<file path="src/hdl/lrpd_pkg.sv">
// Types and constants of the latching relay pulse driver.
// No dependencies; used by the interfaces and all modules.
`default_nettype none

package lrpd_pkg;

    localparam int PULSE_W   = 16;
    localparam int CFG_IDX_W = 2;

    localparam logic [PULSE_W-1:0] PULSE_RESET = 16'd100;
    localparam logic [PULSE_W-1:0] ELAPSED_MAX = 16'hFFFF;

    // Register indexes of the configuration port
    localparam logic [CFG_IDX_W-1:0] CFG_ON_PULSE  = 2'd0;
    localparam logic [CFG_IDX_W-1:0] CFG_OFF_PULSE = 2'd1;

    // Request kinds
    typedef enum logic [1:0] {
        KIND_STEP   = 2'd0,
        KIND_SET    = 2'd1,
        KIND_TOGGLE = 2'd2,
        KIND_TICK   = 2'd3
    } kind_t;

    // Relay condition as reported on relay_status
    typedef enum logic [1:0] {
        COND_UNKNOWN = 2'd0,
        COND_TRANS   = 2'd1,
        COND_ON      = 2'd2,
        COND_OFF     = 2'd3
    } cond_t;

    // Switching sequence, one-hot
    typedef enum logic [6:0] {
        ST_IDLE      = 7'b0000001,
        ST_INIT_ON   = 7'b0000010,
        ST_DRIVE_ON  = 7'b0000100,
        ST_DONE_ON   = 7'b0001000,
        ST_INIT_OFF  = 7'b0010000,
        ST_DRIVE_OFF = 7'b0100000,
        ST_DONE_OFF  = 7'b1000000
    } step_t;

    // One result item
    typedef struct packed {
        logic  on_coil;
        logic  off_coil;
        cond_t relay_status;
    } result_t;

endpackage

`default_nettype wire

</file>
<file path="src/hdl/lrpd_channels.sv">
// Valid/ready channel interfaces for requests and results.
// Depends on lrpd_pkg.
`default_nettype none

interface lrpd_req_if;
    logic                valid;
    logic                ready;
    lrpd_pkg::kind_t     kind;
    logic                level;

    modport source (output valid, output kind, output level, input ready);
    modport sink   (input valid, input kind, input level, output ready);
endinterface

interface lrpd_rsp_if;
    logic                valid;
    logic                ready;
    logic                on_coil;
    logic                off_coil;
    lrpd_pkg::cond_t     relay_status;

    modport source (output valid, output on_coil, output off_coil, output relay_status,
                    input ready);
    modport sink   (input valid, input on_coil, input off_coil, input relay_status,
                    output ready);
endinterface

`default_nettype wire

</file>
<file path="src/hdl/latching_relay_pulse_driver_unit.sv">
// Latching relay pulse driver, top level: configuration registers and result stage.
// Depends on lrpd_pkg, lrpd_channels and lrpd_seq.
//
// Takes one request per clock (step, set, toggle, millisecond tick) unless stalled
// and returns exactly one result for each, in the cycle after the request is
// accepted. The rate of one item per cycle is set by the state update in the
// sequencer and the one-entry result register; the request side stays ready while
// that register is empty or being drained in the same cycle. There is no clearing
// pass after reset. Users must write pulse lengths (cfg_we/cfg_index/cfg_data) only
// while idle, unchecked; indexes other than the two pulse registers are ignored.
`default_nettype none

module latching_relay_pulse_driver_unit (
    input  wire logic                            clk,
    input  wire logic                            rst_n,
    input  wire logic                            cfg_we,
    input  wire logic [lrpd_pkg::CFG_IDX_W-1:0]  cfg_index,
    input  wire logic [lrpd_pkg::PULSE_W-1:0]    cfg_data,
    lrpd_req_if.sink                             request,
    lrpd_rsp_if.source                           result
);

    logic [lrpd_pkg::PULSE_W-1:0] on_pulse_reg;
    logic [lrpd_pkg::PULSE_W-1:0] off_pulse_reg;
    logic                         rsp_valid_reg;
    lrpd_pkg::result_t            rsp_data_reg;
    lrpd_pkg::result_t            seq_result;
    logic                         req_accept;

    // Pulse length registers
    always_ff @(posedge clk or negedge rst_n)
    begin
        if (!rst_n)
        begin
            on_pulse_reg  <= lrpd_pkg::PULSE_RESET;
            off_pulse_reg <= lrpd_pkg::PULSE_RESET;
        end
        else if (cfg_we)
        begin
            unique case (cfg_index)
                lrpd_pkg::CFG_ON_PULSE:  on_pulse_reg  <= cfg_data;
                lrpd_pkg::CFG_OFF_PULSE: off_pulse_reg <= cfg_data;
                default: ;
            endcase
        end
    end

    // Request handshake
    assign request.ready = !rsp_valid_reg || result.ready;
    assign req_accept    = request.valid && request.ready;

    lrpd_seq u_seq (
        .clk       (clk),
        .rst_n     (rst_n),
        .advance   (req_accept),
        .kind      (request.kind),
        .level     (request.level),
        .on_pulse  (on_pulse_reg),
        .off_pulse (off_pulse_reg),
        .result    (seq_result)
    );

    // Result register
    always_ff @(posedge clk or negedge rst_n)
    begin
        if (!rst_n)
            rsp_valid_reg <= 1'b0;
        else if (req_accept)
            rsp_valid_reg <= 1'b1;
        else if (result.ready)
            rsp_valid_reg <= 1'b0;
    end

    always_ff @(posedge clk)
    begin
        if (req_accept)
            rsp_data_reg <= seq_result;
    end

    assign result.valid        = rsp_valid_reg;
    assign result.on_coil      = rsp_data_reg.on_coil;
    assign result.off_coil     = rsp_data_reg.off_coil;
    assign result.relay_status = rsp_data_reg.relay_status;

endmodule

`default_nettype wire

</file>
<file path="src/hdl/lrpd_seq.sv">
// Switching sequencer: relay state, millisecond counter and coil drives.
// Depends on lrpd_pkg. Updates once per accepted request.
`default_nettype none

module lrpd_seq (
    input  wire logic                          clk,
    input  wire logic                          rst_n,
    input  wire logic                          advance,
    input  wire lrpd_pkg::kind_t               kind,
    input  wire logic                          level,
    input  wire logic [lrpd_pkg::PULSE_W-1:0]  on_pulse,
    input  wire logic [lrpd_pkg::PULSE_W-1:0]  off_pulse,
    output lrpd_pkg::result_t                  result
);

    lrpd_pkg::step_t              step_reg, step_next;
    lrpd_pkg::cond_t              cond_reg, cond_next;
    logic [lrpd_pkg::PULSE_W-1:0] elapsed_reg, elapsed_next;
    logic                         on_drive_reg, on_drive_next;
    logic                         off_drive_reg, off_drive_next;

    // Next state for one request
    always_comb
    begin
        step_next      = step_reg;
        cond_next      = cond_reg;
        elapsed_next   = elapsed_reg;
        on_drive_next  = on_drive_reg;
        off_drive_next = off_drive_reg;
        case (kind)
            lrpd_pkg::KIND_STEP:
            begin
                unique case (step_reg)
                    lrpd_pkg::ST_INIT_ON:
                    begin
                        cond_next    = lrpd_pkg::COND_TRANS;
                        step_next    = lrpd_pkg::ST_DRIVE_ON;
                        elapsed_next = '0;
                    end
                    lrpd_pkg::ST_DRIVE_ON:
                    begin
                        on_drive_next = 1'b1;
                        if (elapsed_reg >= on_pulse)
                            step_next = lrpd_pkg::ST_DONE_ON;
                    end
                    lrpd_pkg::ST_DONE_ON:
                    begin
                        cond_next      = lrpd_pkg::COND_ON;
                        step_next      = lrpd_pkg::ST_IDLE;
                        on_drive_next  = 1'b0;
                        off_drive_next = 1'b0;
                    end
                    lrpd_pkg::ST_INIT_OFF:
                    begin
                        cond_next    = lrpd_pkg::COND_TRANS;
                        step_next    = lrpd_pkg::ST_DRIVE_OFF;
                        elapsed_next = '0;
                    end
                    lrpd_pkg::ST_DRIVE_OFF:
                    begin
                        off_drive_next = 1'b1;
                        if (elapsed_reg >= off_pulse)
                            step_next = lrpd_pkg::ST_DONE_OFF;
                    end
                    lrpd_pkg::ST_DONE_OFF:
                    begin
                        cond_next      = lrpd_pkg::COND_OFF;
                        step_next      = lrpd_pkg::ST_IDLE;
                        on_drive_next  = 1'b0;
                        off_drive_next = 1'b0;
                    end
                    default:
                    begin
                        step_next = step_reg;
                    end
                endcase
            end
            lrpd_pkg::KIND_SET:
            begin
                step_next = level ? lrpd_pkg::ST_INIT_ON : lrpd_pkg::ST_INIT_OFF;
            end
            lrpd_pkg::KIND_TOGGLE:
            begin
                // ignored while transitioning; unknown counts as off
                if (cond_reg == lrpd_pkg::COND_ON)
                    step_next = lrpd_pkg::ST_INIT_OFF;
                else if (cond_reg != lrpd_pkg::COND_TRANS)
                    step_next = lrpd_pkg::ST_INIT_ON;
            end
            default:
            begin
                // tick: saturating count
                if (elapsed_reg != lrpd_pkg::ELAPSED_MAX)
                    elapsed_next = elapsed_reg + 1'b1;
            end
        endcase
    end

    // State registers
    always_ff @(posedge clk or negedge rst_n)
    begin
        if (!rst_n)
        begin
            step_reg      <= lrpd_pkg::ST_IDLE;
            cond_reg      <= lrpd_pkg::COND_UNKNOWN;
            elapsed_reg   <= '0;
            on_drive_reg  <= 1'b0;
            off_drive_reg <= 1'b0;
        end
        else if (advance)
        begin
            step_reg      <= step_next;
            cond_reg      <= cond_next;
            elapsed_reg   <= elapsed_next;
            on_drive_reg  <= on_drive_next;
            off_drive_reg <= off_drive_next;
        end
    end

    // Result reflects the state after this request
    assign result.on_coil      = on_drive_next;
    assign result.off_coil     = off_drive_next;
    assign result.relay_status = cond_next;

endmodule

`default_nettype wire

</file>
<file path="src/flat_wrapper.sv">
// flat-port wrapper written by rule: the top's interface ports become plain ports
module latching_relay_pulse_driver_unit_flat 
  (clk, rst_n, cfg_we, cfg_index, cfg_data, request_valid, request_kind, request_level, request_ready, result_valid, result_on_coil, result_off_coil, result_relay_status, result_ready);
  lrpd_req_if request_i ();
  lrpd_rsp_if result_i ();
  input  wire logic clk;
  input  wire logic rst_n;
  input  wire logic cfg_we;
  input  wire logic [lrpd_pkg::CFG_IDX_W-1:0] cfg_index;
  input  wire logic [lrpd_pkg::PULSE_W-1:0] cfg_data;
  input wire logic [$bits(request_i.valid)-1:0] request_valid;
  input wire logic [$bits(request_i.kind)-1:0] request_kind;
  input wire logic [$bits(request_i.level)-1:0] request_level;
  output wire logic [$bits(request_i.ready)-1:0] request_ready;
  output wire logic [$bits(result_i.valid)-1:0] result_valid;
  output wire logic [$bits(result_i.on_coil)-1:0] result_on_coil;
  output wire logic [$bits(result_i.off_coil)-1:0] result_off_coil;
  output wire logic [$bits(result_i.relay_status)-1:0] result_relay_status;
  input wire logic [$bits(result_i.ready)-1:0] result_ready;
  assign request_i.valid = request_valid;
  assign request_i.kind = request_kind;
  assign request_i.level = request_level;
  assign request_ready = request_i.ready;
  assign result_valid = result_i.valid;
  assign result_on_coil = result_i.on_coil;
  assign result_off_coil = result_i.off_coil;
  assign result_relay_status = result_i.relay_status;
  assign result_i.ready = result_ready;
  latching_relay_pulse_driver_unit u_core (.clk(clk), .rst_n(rst_n), .cfg_we(cfg_we), .cfg_index(cfg_index), .cfg_data(cfg_data), .request(request_i), .result(result_i));
endmodule
</file>
<file path="config.mk">
export PLATFORM = sky130hd
export DESIGN_NAME = latching_relay_pulse_driver_unit_flat
export DESIGN_NICKNAME = d
export VERILOG_FILES = /design/src/hdl/lrpd_pkg.sv /design/src/hdl/lrpd_channels.sv /design/src/hdl/latching_relay_pulse_driver_unit.sv /design/src/hdl/lrpd_seq.sv /design/src/flat_wrapper.sv
export SDC_FILE = /design/constraint.sdc
export NUM_CORES = 1
export LEC_CHECK = 0
export ABC_AREA = 1
export BUFFER_PORTS_ARGS = -buffer_cell sky130_fd_sc_hd__buf_2
export CAP_MARGIN = 10
export CORE_ASPECT_RATIO = 0.75
export CORE_UTILIZATION = 40
export DETAILED_ROUTE_END_ITERATION = 6
export MAX_ROUTING_LAYER = met4
export PLACE_DENSITY_LB_ADDON = 0.12
export SLEW_MARGIN = 0
export SYNTH_ARGS = -nofsm -noshare
export SYNTH_HDL_FRONTEND = slang
export SYNTH_HIERARCHICAL = 1
export SYNTH_SLANG_ARGS = --single-unit
</file>
<file path="constraint.sdc">
create_clock -name clk -period 1.6 [get_ports clk]
set_clock_uncertainty 0.1 [all_clocks]
set_input_delay 0.24 -clock clk [delete_from_list [all_inputs] [get_ports clk]]
set_output_delay 0.24 -clock clk [all_outputs]
set_load 0.005 [all_outputs]
</file>
==> results.yml <==
worst_setup_path:
  critPathSlowestCell: "dfstp_2"
  cp_data_arrival_time_ns: 2.02
  critPathKind: "flop to flop"
  crit_top_cell: "nand2_1"
  cp_max_fo: 8
  critical_path.cell_chain: "inv_2 > ha_4 > nand2_2 > nor2_2 > and2_1 > nor2_1 > nand2_1 > nand2_2 > nand2_4 > nand3_4 > nand2_1 > nand2_1"
  endpoint_kind: "flop"
  required_ns: 1.71
  cpPeakStageDelay_ns: 0.54
  critPathLaunchType: "flop"
sta:
  drv_slew: 0
  fmax_mhz: 524.6
  max_slew_margin_pct: 66.09
  period_minus_slack_ns: 1.906
  rsz0062_at_grt: "true"
  setup_viol: 23
  fin_crit_sh_pct: 119.1
  tightest_slew_ns: 0.5087
  whs_ns: 0.03017
  hold_violations: 0
  fin_ws_ns: -0.3061
power:
  powerDensity_nw_per_um2: 1194
  p_int_w: 0.004514
  comb_power_share_pct: 41.1
  ir_worst_vdd_uv: 580.6
  seqPwrFrac_pct: 32.4
  p_sw_w: 0.002667
  p_sw_share_pct: 37.14
  leakagePower_nw: 2.987
  power.share.clock_pct: 26.4
logic_synthesis:
  ys_ff_latch: 64
  avgSynthCellArea_sq_um: 7.948
  syn_nets: 611
  synth_ff_type: "dfrtp_1"
  synth_area_sq_um: 4355
  synth_top_area_cell: "dfrtp_1"
  yosysTopAreaCellShare_pct: 30.45
  async_reset_ff_share_pct: 93.75
  synth_edf_count: 4
  yosysSeqAreaShare_pct: 37.43
  synthCells: 548
  netlist_top_cells_area: "dfrtp_1, nand2_1, ha_1"
  synth_cell_types: 37
  yosysWarningCount: 6
clock_network:
  clock_latency_ns: 0.33
  clk_pin_slew_ns: 0.06
  clock_path_buffers: 2
  cts_tree: "built"
  cts.sink_count: 64
  cts_buffers: 9
  htree_num_levels: 3
  cts_root_buf: "clkbuf_16"
route:
  wl_per_cell_um: 14.27
  ant_nets: 0
  drtIter0Drc: 189
  viasPerCell: 4.943
  via_count: 3920
  wl_um: 11320
  drt_first_pass_iters: 4
  drc_errors: 0
final_layout:
  area_growth_pct: 38.04
  drive_above_1_share_pct: 36.83
  fin_nets: 715
  filler_cell_count: 927
  mostFrequentLayoutCells: "nand2_1, inv_1, buf_4, dfrtp_1, ha_1"
  antenna_cells: 0
  final_common_cell: "nand2_1"
floorplanning:
  start_util_pct: 41.68
  core-area_sq_um: 10450
  die_h_um: 92.37
  die_area_sq_um: 11310
  fp.dieW_um: 122.5
  pin_count: 32
  num_rows: 32
grt:
  grt_pass1_wl_um: 18490
  antenna_found_initial: 0
  grt_max_degree: 22
  track_usage_pct: 21.89
  overflow: 0
  grt_pass1_vias: 3768
placement:
  portBuffers: 31
  pre_cts_ws_ns: -0.3315
  hpwl_um: 8212
  gp_congestion: 0.8295
run:
  drv_cap: 0
status:
  violations: "negative setup slack"
  status: "complete, but fails checks"
worst_hold_path:
  min-delay-path-class: "input port to flop"
-- path summary, 6_finish.rpt --
path | cells past startpoint | to | from | slack [ns]
hold reg to reg | 2 | u_core/on_pulse_reg[5] | u_core/on_pulse_reg[5] | 0.37
min in group asynchronous | 2 | u_core/on_pulse_reg[14] | rst_n | 0.32
hold / removal | 3 | u_core/on_pulse_reg[5] | cfg_data[5] | 0.03
max in group asynchronous | 3 | u_core/off_pulse_reg[2] | rst_n | 0.54
setup / recovery | 12 | u_core/u_seq/step_reg[2] | u_core/on_pulse_reg[2] | -0.31
setup reg to reg | 12 | u_core/u_seq/step_reg[2] | u_core/on_pulse_reg[2] | -0.31
-- logic make-up after synthesis --
| family | synth area share, % |
|---|---|
| flip-flops | 37.43 |
| buffers and inverters | 8.963 |
| AND/OR/NAND/NOR | 34.27 |
| AO/OA/AOI/OAI | 6.493 |
| adder cells (fa/ha/maj) | 10.63 |
| XOR/XNOR | 2.212 |
-- critical path, delay by kind of cell (launching register included) --
family	cells	cell delay (ns)
buffers and inverters	1	0.05
DFF	1	0.54
adders and majority gates	1	0.25
and+or+nand+nor	10	0.84
-- stage by stage --
step                util (%)  cell area, sq um  total power, W  setup TNS [ns]  cells
detailed placement     48.86              5106        0.004641          -3.603    762
CTS                    55.17              5766        0.006866          -3.123    789
global placement       48.86              5106        0.004581          -3.377    762
finish                 57.53              6012        0.007181          -3.323    793
global route           57.53              6012        0.007674          -5.533    793
floorplan                  -              4377        0.003826          -1.032    548
-- cell usage after synthesis, types with 4 or more instances --
cell type and count:
xnor2_1 6, o21ai_1 4, inv_1 66, buf_6 4
nand2_2 5, nor2_1 32, dfstp_2 7, dfrtp_1 53
nor2_2 7, nand2_1 184, o31ai_2 10, buf_2 9
nor2_4 6, o21ai_0 6, xor2_1 5, edfxtp_1 4
nand4_1 28, ha_1 37, a21oi_1 12, nand3_1 30
-- layer usage --
metal  global-route usage [%]  vias to the layer above  share of wire (%)
li1                         -                     1987                  -
met1                    31.11                     1871                 52
met2                    32.02                       52                 44
met3                    4.249                       10                3.0
met4                    4.980                        0               0.76
met5                        -                        -                  0
-- cell type report --
| class | instances | area [sq um] | area share [%] |
|---|---|---|---|
| flip-flops and latches | 64 | 1638 | 27.24 |
| multi-input cells | 397 | 2734 | 45.47 |
| clock buffers | 12 | 236.5 | 3.933 |
| well taps | 136 | 170.2 | 2.830 |
| clock inverters | 4 | 45.04 | 0.7492 |
| repair buffers | 111 | 929.6 | 15.46 |
| inverters | 69 | 259.0 | 4.308 |
-- power by group through the flow --
| stage | clock [W] | sequential, W | combinational, W |
|---|---|---|---|
| 2_1_floorplan | 0 | 0.00226 | 0.00157 |
| 5_1_grt | 0.00201 | 0.00237 | 0.00330 |
| 6_report | 0.00190 | 0.00233 | 0.00295 |
| 4_1_cts | 0.00195 | 0.00230 | 0.00261 |
| 3_3_place_gp | 0 | 0.00229 | 0.00229 |
| 3_5_place_dp | 0 | 0.00230 | 0.00234 |
-- timing repair --
item                                   4_1_cts  5_1_grt
endpoints found under the hold margin       15        0
pin swaps                                   24       30
setup endpoints to repair                   23       31
gates cloned                                 2        0
gates resized for setup                     58       52
hold buffers                                 1        0
buffers inserted                             8        6
(Power assumes the default switching activity.)
